## src/design/dtss_pkg.sv

```systemverilog
// Shared types and constants for the track sector search block.
package dtss_pkg;

	// Default width of the track position counter.
	localparam int POSITION_BITS_DEF = 24;

	// Field widths.
	localparam int AVAIL_W    = 24;
	localparam int COUNT_W    = 16;
	localparam int CFG_IDX_W  = 3;
	localparam int CFG_DATA_W = 24;

	// Sector header layout.
	localparam int HDR_IDX_W = 4;
	localparam logic [HDR_IDX_W-1:0] HDR_CYLINDER  = 4'd0;
	localparam logic [HDR_IDX_W-1:0] HDR_HEAD      = 4'd1;
	localparam logic [HDR_IDX_W-1:0] HDR_RECORD    = 4'd2;
	localparam logic [HDR_IDX_W-1:0] HDR_SIZE_CODE = 4'd3;
	localparam logic [HDR_IDX_W-1:0] HDR_COUNT_LO  = 4'd4;
	localparam logic [HDR_IDX_W-1:0] HDR_COUNT_HI  = 4'd5;
	localparam logic [HDR_IDX_W-1:0] HDR_LEN_LO    = 4'h0e;
	localparam logic [HDR_IDX_W-1:0] HDR_LAST      = 4'hf;
	localparam logic [COUNT_W-1:0]   HDR_LEN       = 16'd16;

	// Configuration register indexes.
	localparam logic [CFG_IDX_W-1:0] REG_WANT_CYLINDER   = 3'd0;
	localparam logic [CFG_IDX_W-1:0] REG_WANT_HEAD       = 3'd1;
	localparam logic [CFG_IDX_W-1:0] REG_WANT_RECORD     = 3'd2;
	localparam logic [CFG_IDX_W-1:0] REG_WANT_SIZE_CODE  = 3'd3;
	localparam logic [CFG_IDX_W-1:0] REG_MAX_BYTES       = 3'd4;
	localparam logic [CFG_IDX_W-1:0] REG_AVAILABLE_BYTES = 3'd5;

	// Result outcome codes.
	localparam logic [1:0] OUT_DATA      = 2'd0;
	localparam logic [1:0] OUT_LAST      = 2'd1;
	localparam logic [1:0] OUT_EMPTY     = 2'd2;
	localparam logic [1:0] OUT_NOT_FOUND = 2'd3;

	typedef enum logic [4:0] {
		PH_IDLE   = 5'b00001,
		PH_HEADER = 5'b00010,
		PH_SKIP   = 5'b00100,
		PH_COPY   = 5'b01000,
		PH_DONE   = 5'b10000
	} phase_t;

endpackage

```

## src/design/disk_track_sector_search.sv

```systemverilog
// A result beat appears in the output register in the cycle after its track byte is taken.
// Throughput: one track byte per cycle unless a held result stalls in_ready; the output
// register is refilled while it is being taken. The per-byte header parse, room checks and
// copy count are combinational. Reset (arst_n low) clears the scan state to idle and loads
// the register defaults (want_record 1, all others 0); no clearing pass is needed.
module disk_track_sector_search #(
	parameter int POSITION_BITS = dtss_pkg::POSITION_BITS_DEF
) (
	input  logic                            clk,
	input  logic                            arst_n,
	input  logic                            cfg_valid,
	output logic                            cfg_ready,
	input  logic [dtss_pkg::CFG_IDX_W-1:0]  cfg_index,
	input  logic [dtss_pkg::CFG_DATA_W-1:0] cfg_data,
	input  logic                            in_valid,
	output logic                            in_ready,
	input  logic [7:0]                      track_byte,
	input  logic                            first,
	output logic                            out_valid,
	input  logic                            out_ready,
	output logic [7:0]                      data_byte,
	output logic [1:0]                      outcome,
	output logic [dtss_pkg::COUNT_W-1:0]    copied_count
);

	localparam int CW = dtss_pkg::COUNT_W;
	localparam int AW = dtss_pkg::AVAIL_W;
	localparam int HW = dtss_pkg::HDR_IDX_W;
	localparam int RW = (POSITION_BITS > AW) ? POSITION_BITS : AW;

	// Configuration registers.
	logic [7:0]    want_cylinder_q, want_head_q, want_record_q, want_size_code_q;
	logic [CW-1:0] max_bytes_q;
	logic [AW-1:0] available_q;

	// Scan state.
	dtss_pkg::phase_t   phase_q, phase_d;
	logic [POSITION_BITS-1:0] pos_q, pos_d, pos_inc;
	logic [HW-1:0] idx_q, idx_d;
	logic [7:0]    cyl_q, cyl_d, head_q, head_d, rec_q, rec_d, size_q, size_d;
	logic [CW-1:0] sec_cnt_q, sec_cnt_d;
	logic [7:0]    len_lo_q, len_lo_d;
	logic [CW-1:0] left_q, left_d, left_dec;
	logic [CW-1:0] cnt_q, cnt_d, cnt_inc;

	// Result register.
	logic          out_valid_q;
	logic [7:0]    data_q;
	logic [1:0]    outcome_q;
	logic [CW-1:0] count_q;

	logic          emit;
	logic [7:0]    emit_data;
	logic [1:0]    emit_code;
	logic [CW-1:0] emit_count;

	logic          in_fire;
	logic [CW-1:0] hdr_len, copy_len;
	logic [RW-1:0] avail_ext, pos_chk, room;
	logic          pos_fits, room_len_ok, room_hdr_ok, id_match;

	assign cfg_ready = 1'b1;
	assign in_ready  = !out_valid_q || out_ready;
	assign in_fire   = in_valid && in_ready;

	assign out_valid    = out_valid_q;
	assign data_byte    = data_q;
	assign outcome      = outcome_q;
	assign copied_count = count_q;

	always_ff @(posedge clk or negedge arst_n) begin
		if (!arst_n) begin
			want_cylinder_q  <= '0;
			want_head_q      <= '0;
			want_record_q    <= 8'd1;
			want_size_code_q <= '0;
			max_bytes_q      <= '0;
			available_q      <= '0;
		end else if (cfg_valid) begin
			case (cfg_index)
				dtss_pkg::REG_WANT_CYLINDER:   want_cylinder_q  <= cfg_data[7:0];
				dtss_pkg::REG_WANT_HEAD:       want_head_q      <= cfg_data[7:0];
				dtss_pkg::REG_WANT_RECORD:     want_record_q    <= cfg_data[7:0];
				dtss_pkg::REG_WANT_SIZE_CODE:  want_size_code_q <= cfg_data[7:0];
				dtss_pkg::REG_MAX_BYTES:       max_bytes_q      <= cfg_data[CW-1:0];
				dtss_pkg::REG_AVAILABLE_BYTES: available_q      <= cfg_data[AW-1:0];
				default: ;
			endcase
		end
	end

	assign pos_inc  = pos_q + 1'b1;
	assign left_dec = left_q - 1'b1;
	assign cnt_inc  = cnt_q + 1'b1;
	assign hdr_len  = {track_byte, len_lo_q};
	assign copy_len = (hdr_len < max_bytes_q) ? hdr_len : max_bytes_q;

	// Room checks look at the position after this byte; a new track starts at zero.
	assign avail_ext   = RW'(available_q);
	assign pos_chk     = first ? '0 : RW'(pos_inc);
	assign pos_fits    = pos_chk <= avail_ext;
	assign room        = avail_ext - pos_chk;
	assign room_hdr_ok = pos_fits && (room >= RW'(dtss_pkg::HDR_LEN));
	assign room_len_ok = pos_fits && (room >= RW'(hdr_len));
	assign id_match    = (cyl_q == want_cylinder_q) && (head_q == want_head_q) &&
		(rec_q == want_record_q) && (size_q == want_size_code_q);

	always_comb begin
		phase_d    = phase_q;
		pos_d      = pos_q;
		idx_d      = idx_q;
		cyl_d      = cyl_q;
		head_d     = head_q;
		rec_d      = rec_q;
		size_d     = size_q;
		sec_cnt_d  = sec_cnt_q;
		len_lo_d   = len_lo_q;
		left_d     = left_q;
		cnt_d      = cnt_q;
		emit       = 1'b0;
		emit_data  = '0;
		emit_code  = dtss_pkg::OUT_NOT_FOUND;
		emit_count = '0;
		if (first) begin
			pos_d     = '0;
			idx_d     = '0;
			sec_cnt_d = '0;
			len_lo_d  = '0;
			left_d    = '0;
			cnt_d     = '0;
			if (!room_hdr_ok) begin
				phase_d = dtss_pkg::PH_DONE;
				emit    = 1'b1;
			end else begin
				// The byte is the cylinder of the first header.
				phase_d = dtss_pkg::PH_HEADER;
				cyl_d   = track_byte;
				pos_d   = POSITION_BITS'(1);
				idx_d   = HW'(1);
			end
		end else begin
			case (phase_q)
				dtss_pkg::PH_HEADER: begin
					pos_d = pos_inc;
					idx_d = idx_q + 1'b1;
					case (idx_q)
						dtss_pkg::HDR_CYLINDER:  cyl_d  = track_byte;
						dtss_pkg::HDR_HEAD:      head_d = track_byte;
						dtss_pkg::HDR_RECORD:    rec_d  = track_byte;
						dtss_pkg::HDR_SIZE_CODE: size_d = track_byte;
						dtss_pkg::HDR_COUNT_LO:  sec_cnt_d[7:0]  = track_byte;
						dtss_pkg::HDR_COUNT_HI:  sec_cnt_d[15:8] = track_byte;
						dtss_pkg::HDR_LEN_LO:    len_lo_d = track_byte;
						default: ;
					endcase
					if (idx_q == dtss_pkg::HDR_LAST) begin
						if (sec_cnt_q == '0 || !room_len_ok) begin
							phase_d = dtss_pkg::PH_DONE;
							emit    = 1'b1;
						end else if (id_match) begin
							cnt_d = '0;
							if (copy_len == '0) begin
								phase_d   = dtss_pkg::PH_DONE;
								emit      = 1'b1;
								emit_code = dtss_pkg::OUT_EMPTY;
							end else begin
								left_d  = copy_len;
								phase_d = dtss_pkg::PH_COPY;
							end
						end else if (hdr_len == '0) begin
							// An empty entry: the next header follows at once.
							if (!room_hdr_ok) begin
								phase_d = dtss_pkg::PH_DONE;
								emit    = 1'b1;
							end
						end else begin
							left_d  = hdr_len;
							phase_d = dtss_pkg::PH_SKIP;
						end
					end
				end
				dtss_pkg::PH_SKIP: begin
					pos_d  = pos_inc;
					left_d = left_dec;
					if (left_dec == '0) begin
						if (!room_hdr_ok) begin
							phase_d = dtss_pkg::PH_DONE;
							emit    = 1'b1;
						end else begin
							phase_d = dtss_pkg::PH_HEADER;
							idx_d   = '0;
						end
					end
				end
				dtss_pkg::PH_COPY: begin
					pos_d      = pos_inc;
					cnt_d      = cnt_inc;
					left_d     = left_dec;
					emit       = 1'b1;
					emit_data  = track_byte;
					emit_count = cnt_inc;
					emit_code  = dtss_pkg::OUT_DATA;
					if (left_dec == '0) begin
						phase_d   = dtss_pkg::PH_DONE;
						emit_code = dtss_pkg::OUT_LAST;
					end
				end
				default: ;
			endcase
		end
	end

	always_ff @(posedge clk or negedge arst_n) begin
		if (!arst_n) begin
			phase_q   <= dtss_pkg::PH_IDLE;
			pos_q     <= '0;
			idx_q     <= '0;
			cyl_q     <= '0;
			head_q    <= '0;
			rec_q     <= '0;
			size_q    <= '0;
			sec_cnt_q <= '0;
			len_lo_q  <= '0;
			left_q    <= '0;
			cnt_q     <= '0;
		end else if (in_fire) begin
			phase_q   <= phase_d;
			pos_q     <= pos_d;
			idx_q     <= idx_d;
			cyl_q     <= cyl_d;
			head_q    <= head_d;
			rec_q     <= rec_d;
			size_q    <= size_d;
			sec_cnt_q <= sec_cnt_d;
			len_lo_q  <= len_lo_d;
			left_q    <= left_d;
			cnt_q     <= cnt_d;
		end
	end

	always_ff @(posedge clk or negedge arst_n) begin
		if (!arst_n) begin
			out_valid_q <= 1'b0;
		end else if (in_fire && emit) begin
			out_valid_q <= 1'b1;
		end else if (out_ready) begin
			out_valid_q <= 1'b0;
		end
	end

	always_ff @(posedge clk) begin
		if (in_fire && emit) begin
			data_q    <= emit_data;
			outcome_q <= emit_code;
			count_q   <= emit_count;
		end
	end

endmodule
```

## config.mk

```make
export PLATFORM = sky130hd
export DESIGN_NAME = disk_track_sector_search
export DESIGN_NICKNAME = d
export VERILOG_FILES = /design/src/design/dtss_pkg.sv /design/src/design/disk_track_sector_search.sv
export SDC_FILE = /design/constraint.sdc
export NUM_CORES = 1
export LEC_CHECK = 0
export BUFFER_PORTS_ARGS = -buffer_cell sky130_fd_sc_hd__buf_4
export CELL_PAD_IN_SITES_DETAIL_PLACEMENT = 2
export CELL_PAD_IN_SITES_GLOBAL_PLACEMENT = 2
export CORE_UTILIZATION = 40
export CTS_CLUSTER_SIZE = 30
export DETAILED_ROUTE_END_ITERATION = 16
export PLACE_DENSITY = 0.86
export SLEW_MARGIN = 10
export SYNTH_ARGS = -nofsm -noshare
export SYNTH_HDL_FRONTEND = slang
export SYNTH_SLANG_ARGS = --single-unit
```

## constraint.sdc

```tcl
create_clock -name clk -period 5.7 [get_ports clk]
set_input_delay 0.855 -clock clk [delete_from_list [all_inputs] [get_ports clk]]
set_output_delay 0.855 -clock clk [all_outputs]
set_load 0.03 [all_outputs]
```

==> impl_metrics.py, run 1 <==
metrics = {
    "synth": {
        "synthArstFlopShare": 0.882,
        "synth_edf_count": 26,
        "synth_largest_area_cell": "dfrtp_1",
        "yosysWarnings": 0,
        "synthAdderAreaFrac": 0.0633,
        "synthSimpleGateAreaFrac": 0.156,
        "synth_nets": 1451,
        "synth_top_family_by_area": "compound AO/OA/AOI/OAI gates",
        "syn_area_um2": 13000,
        "synthDistinctLibCells": 83,
        "synth_top_area_frac": 0.370,
        "yosys.area_share.xor_xnor": 0.0561,
        "yosysMostFrequentCell": "dfrtp_1",
        "synth.avg_cell_area_um2": 9.64,
        "ys_top_cells_by_area": "dfrtp_1, mux2_2, ha_1",
        "netlist_instances": 1345,
        "ys_seq_elements": 220,
        "synth_top_cells_by_count": "dfrtp_1, nand2_1, o21ai_0, mux2_2, nor2_1",
        "synthMuxAreaShare": 0.0845,
        "synth_compound_area_frac": 0.167,
        "synth_ff_type": "dfrtp_1",
        "synth_seq_area_share": 0.435,
    },
    "finish": {
        "layout-drive-gt1-share": 0.176,
        "nNetsFinal": 1508,
        "syn2layout_area_growth_pct": 14.5,
        "diodes": 0,
        "design_area_um2": 14800,
        "fin_cells": 1823,
    },
    "setup_path": {
        "crit_arrival_ps": 5920,
        "critPathLaunchType": "flip-flop",
        "path_max_fanout": 8,
        "end_kind": "flip-flop",
        "required_ps": 6130,
        "worstSetupPathType": "reg -> reg",
    },
    "sta": {
        "finalCriticalPeriod_ps": 5480,
        "finalHoldViolCount": 0,
        "fmax_mhz": 182,
        "drv_slew": 0,
        "fin_skew_ps": 16.0,
        "setup_viol": 0,
        "tightest_slew_ps": 1170,
        "relSlewSlack": 0.220,
        "layout_setup_ws_ps": 215,
        "finalCritPeriodShare": 0.962,
    },
    "clock_tree": {
        "htree_levels": 1,
        "cts-root-buf": "clkbuf_16",
        "insertion_delay_ps": 560,
        "clkSinkCount": 220,
        "clk_transition_reported_paths_ps": 60,
        "cts_buffer_depth": 3,
        "cts_made_buffers": 26,
        "cts_tree": "built",
    },
    "global_route": {
        "grt-ovfl-total": 0,
        "grt_first_pass_wirelength_um": 76100,
        "grt_pass1_vias": 12482,
        "grt_use_total": 0.298,
        "grt_max_degree": 91,
        "antenna_found_initial": 2,
    },
    "place": {
        "placed_area_um2": 13900,
        "post-dp-hpwl_um": 33900,
        "numPortBuffers": 68,
        "pre_cts_ws_ps": 91.7,
        "placedCellCount": 1772,
        "place.gp.congestion": 0.894,
    },
    "die": {
        "dieArea_um2": 33100,
        "die_height_um": 182,
        "io_pins": 70,
        "initial_utilization": 0.409,
        "design.core.area_um2": 31700,
        "die_w_um": 182,
        "fp-row-count": 65,
    },
    "route": {
        "drt_iter0_drc": 683,
        "via_per_inst": 6.24,
        "via_count": 11384,
        "avgRoutedWirePerCell_um": 27.0,
        "drc": 0,
        "first_pass_iters": 5,
        "routed_wl_um": 49300,
        "postRouteAntennaNets": 0,
    },
    "power_and_ir_drop": {
        "vdd_drop_max_uv": 263,
        "p_leak_nw": 6.31,
        "power_mw": 6.66,
        "powerDensity_nw_per_um2": 449,
    },
    "status": {
        "status": "complete, no violations",
    },
    "flow_run": {
        "drv_cap": 0,
    },
    "min_path": {
        "min_path_type": "in -> async",
    },
}
==> metal layers <==
| metal | vias to the layer above | routed length (um) | global-route usage |
|---|---|---|---|
| met5 | - | 14 | 0 |
| met4 | 2 | 2520 | 0.137 |
| met3 | 144 | 2160 | 0.0443 |
| met2 | 364 | 24100 | 0.513 |
| met1 | 5920 | 20500 | 0.367 |
| li1 | 4954 | - | - |
==> where the power goes <==
group / internal (mW) / switching [mW]
Clock: 1.01 / 0.723
Combinational: 0.965 / 1.63
Sequential: 1.95 / 0.385
Total: 3.93 / 2.74
==> cells in the final DEF (no fill, tap or decap), drive strengths merged, types with 48 or more instances in the layout <==
cell type,count
inv,64
xor2,48
dfrtp,192
buf,87
mux2,84
nand2,163
ha,64
a21oi,74
nor2,73
o21ai,117
==> through the flow <==
step	hold slack (ps)	setup TNS (ps)	utilization
floorplan	450	0	-
global placement	481	0	0.437
detailed placement	499	0	0.437
CTS	412	0	0.465
global route	441	-18.7	0.468
finish	401	0	0.468
==> layout make-up <==
| class | instances | area [um2] |
|---|---|---|
| Fill cell | 3333 | 16900 |
| Multi-Input combinational cell | 1001 | 6920 |
| Sequential cell | 220 | 5640 |
| Clock buffer | 32 | 704 |
| Timing Repair Buffer | 88 | 679 |
| Tap cell | 402 | 503 |
| Inverter | 65 | 244 |
| Clock inverter | 15 | 164 |
==> worst max-delay path: stages (launching register included) <==
cell,delay (ps)
dfrtp_1,410
and3_1,220
and3_1,230
nand3_1,140
nor2_2,150
nand4_1,150
buf_4,200
nor2_2,170
xor2_1,170
nand2_1,130
ha_1,400
a21oi_1,230
o21a_1,220
o22ai_1,110
a211oi_1,330
and3b_1,210
o2111ai_1,100
or4b_4,610
o21ai_4,320
o22a_1,240
buf_4,260
mux2_4,340
==> sequential cells by signal, summed over array words and instances (netlist names), 16 cells and up <==
signal	cells
avail_ext	24
pos_q	24
cnt_q	16
copied_count	16
left_q	16
max_bytes_q	16
sec_cnt_q	16
==> cell families after synthesis <==
| group | count (synthesis) |
|---|---|
| AND/OR/NAND/NOR | 422 |
| adder cells (fa/ha/maj) | 65 |
| AO/OA/AOI/OAI | 334 |
| buffers and inverters | 124 |
| flip-flops | 220 |
| XOR/XNOR | 83 |
| other | 1 |
| multiplexers | 96 |
==> path summary, 6_finish.rpt <==
kind | slack (ps) | depth (start not counted) | endpoint | from
setup / recovery | 220 | 21 | cyl_q[6] | pos_q[4]
hold / removal | 400 | 1 | want_head_q[2] | arst_n
setup reg to reg | 220 | 21 | cyl_q[6] | pos_q[4]
hold reg to reg | 510 | 2 | head_q[3] | head_q[3]
max in group asynchronous | 4000 | 2 | avail_ext[23] | arst_n
min in group clk | 510 | 2 | head_q[3] | head_q[3]
==> timing repair <==
action                                  CTS  global route
endpoints found under the setup margin   50            73
pin swaps                                 0             2
hold buffers                              0             0
endpoints found under the hold margin     0             0
setup buffers                             0             4
gates resized for setup                   4            13
No activity file was read; power rests on OpenSTA's default activity.
==> run 2, diff against run 1 <==
ABC_AREA = 1   (was default)
CORE_UTILIZATION = 37   (was 40)
==> run 2 against run 1 <==
Effect of this change: first-iteration DRC count rose by 17%; clock skew grew 42 ps; die area grew 14%; synthesized cell count is 35% higher; core utilization shrank 3.6 points; largest power group unchanged; register-to-register slack improved by 100 ps.
==> impl_metrics.py, run 2 <==
metrics = {
    "synth": {
        "synth.avg_cell_area_um2": 7.51,
        "yosysWarnings": 0,
        "ys_top_cells_by_area": "dfrtp_1, nand2_1, inv_1",
        "synth_nets": 1928,
        "synthArstFlopShare": 0.882,
        "synthAdderAreaFrac": 0.0599,
        "netlist_instances": 1822,
        "synthSimpleGateAreaFrac": 0.286,
        "synth_largest_area_cell": "dfrtp_1",
        "synth_ff_type": "dfrtp_1",
        "yosys.area_share.xor_xnor": 0.0294,
        "synth_compound_area_frac": 0.111,
        "synthDistinctLibCells": 52,
        "synth_edf_count": 26,
        "synth_top_cells_by_count": "nand2_1, inv_1, dfrtp_1, o21ai_0, nor2_1",
        "synth_top_area_frac": 0.351,
        "yosysMostFrequentCell": "nand2_1",
        "synth_seq_area_share": 0.412,
        "synthMuxAreaShare": 0.0181,
        "synth_top_family_by_area": "simple AND/OR/NAND/NOR gates",
        "syn_area_um2": 13700,
        "ys_seq_elements": 220,
    },
    "setup_path": {
        "required_ps": 5940,
        "path_max_fanout": 26,
        "critPathLaunchType": "flip-flop",
        "worstSetupPathType": "reg -> reg",
        "crit_path_max_incr_delay_ps": 430,
        "crit_arrival_ps": 5620,
        "startpoint": "pos_q[1]",
        "end_kind": "flip-flop",
        "reg2reg_from": "pos_q[1]",
        "slowest_stage": "ha_2",
        "crit_top_cell": "nand2_1",
    },
    "finish": {
        "nNetsFinal": 1998,
        "most-common-layout-cells": "nand2_1, inv_1, dfrtp_1, o21ai_0, nor2_1",
        "layout-drive-gt1-share": 0.130,
        "syn2layout_area_growth_pct": 15.4,
        "layout_commonest_cell": "nand2_1",
        "fin_cells": 2382,
    },
    "clock_tree": {
        "cts_made_buffers": 27,
        "cts_buffer_depth": 3,
        "cts-root-buf": "clkbuf_16",
        "cts_hold_repair.buffers": 0,
        "clk_transition_reported_paths_ps": 60,
        "clkSinkCount": 220,
        "htree_levels": 1,
        "cts_tree": "built",
        "insertion_delay_ps": 590,
    },
    "die": {
        "io_pins": 70,
        "fp-row-count": 70,
        "die_w_um": 194,
        "initial_utilization": 0.375,
        "dieArea_um2": 37800,
        "design.core.area_um2": 36500,
        "die_height_um": 194,
    },
    "power_and_ir_drop": {
        "vdd_drop_max_uv": 279,
        "p_leak_nw": 7.52,
        "powerDensity_nw_per_um2": 446,
    },
    "global_route": {
        "grt_first_pass_wirelength_um": 86400,
        "antenna_found_initial": 1,
        "grt-ovfl-total": 0,
        "met3_usage": 0.0331,
        "grt_use_total": 0.293,
        "gr-usage-met2": 0.526,
        "grt-busiest-layer": "met2",
        "grtUsageMet1": 0.358,
        "grt_pass1_vias": 14852,
        "grt_max_degree": 86,
    },
    "route": {
        "routed_wl_um": 55700,
        "avgRoutedWirePerCell_um": 23.4,
        "drt_iter0_drc": 796,
        "via_count": 13301,
        "via_per_inst": 5.58,
        "drc": 0,
        "postRouteAntennaNets": 0,
        "first_pass_iters": 5,
    },
    "sta": {
        "finalCriticalPeriod_ps": 5380,
        "tightest_slew_ps": 1060,
        "tns_ps": 0,
        "fmax_mhz": 186,
        "relSlewSlack": 0.290,
        "fin_skew_ps": 58.2,
        "finalCritPeriodShare": 0.944,
        "setup_viol": 0,
        "finalHoldViolCount": 0,
        "drv_slew": 0,
    },
    "place": {
        "post-dp-hpwl_um": 38100,
        "placedCellCount": 2328,
        "numPortBuffers": 68,
        "place.gp.congestion": 0.875,
    },
    "status": {
        "status": "complete, no violations",
    },
    "min_path": {
        "min_path_type": "in -> async",
    },
    "flow_run": {
        "drv_cap": 0,
    },
}
-- run 2: cell families after synthesis --
logic type	after synthesis
AO/OA/AOI/OAI	284
XOR/XNOR	46
adder cells (fa/ha/maj)	65
buffers and inverters	289
flip-flops	220
multiplexers	22
other	1
AND/OR/NAND/NOR	895
-- run 2: final timing paths --
| check | endpoint | slack [ps] | cells past startpoint |
|---|---|---|---|
| worst min-delay path | left_q[13] | 330 | 1 |
| worst max-delay path | data_byte[0] | 320 | 32 |
| worst max register to register | data_byte[0] | 320 | 32 |
| min in group clk | phase_q[0] | 490 | 2 |
| worst min register to register | phase_q[0] | 490 | 2 |
| max in group asynchronous | pos_q[17] | 4000 | 2 |
-- run 2: worst max-delay path, delay by kind of cell, from the launching register on --
family	cells	cell delay, ps
AO/OA/AOI/OAI	3	570
flip-flops	1	390
adder cells (fa/ha/maj)	3	1010
AND/OR/NAND/NOR	19	2290
buffers and inverters	7	760
-- run 2: area by class of cell --
| type | instances | area (um2) |
|---|---|---|
| Timing Repair Buffer | 87 | 672 |
| Clock buffer | 31 | 701 |
| Clock inverter | 19 | 292 |
| Inverter | 243 | 912 |
| Antenna cell | 1 | 2.50 |
| Tap cell | 468 | 586 |
| Multi-Input combinational cell | 1313 | 7000 |
| Sequential cell | 220 | 5640 |
| Fill cell | 4188 | 20700 |
-- run 2: power breakdown --
part | switching [mW] | internal (mW)
registers | 0.357 | 1.91
clock network | 0.764 | 1.20
logic | 1.88 | 0.921
-- run 2: repair_timing --
action / 4_1_cts / 5_1_grt
buffers inserted: 0 / 3
pin swaps: 0 / 3
resized for setup: 1 / 22
endpoints found under the setup margin: 26 / 69
-- run 2: stage by stage --
step           hold WS (ps)  utilization  power [mW]  setup WS, ps  area, um2
2_1_floorplan           442            -        4.01           846      13700
3_3_place_gp            458        0.403        4.68           296      14700
3_5_place_dp            480        0.403        4.91           148      14700
4_1_cts                 373        0.430        7.03          27.8      15700
5_1_grt                 383        0.433        7.43         -8.87      15800
6_report                331        0.433        7.04           316      15800
-- run 2: metal layers --
layer	share of wire	vias up
met5	0	-
met4	0.043	0
met3	0.037	135
met2	0.50	330
met1	0.42	6775
li1	-	6061
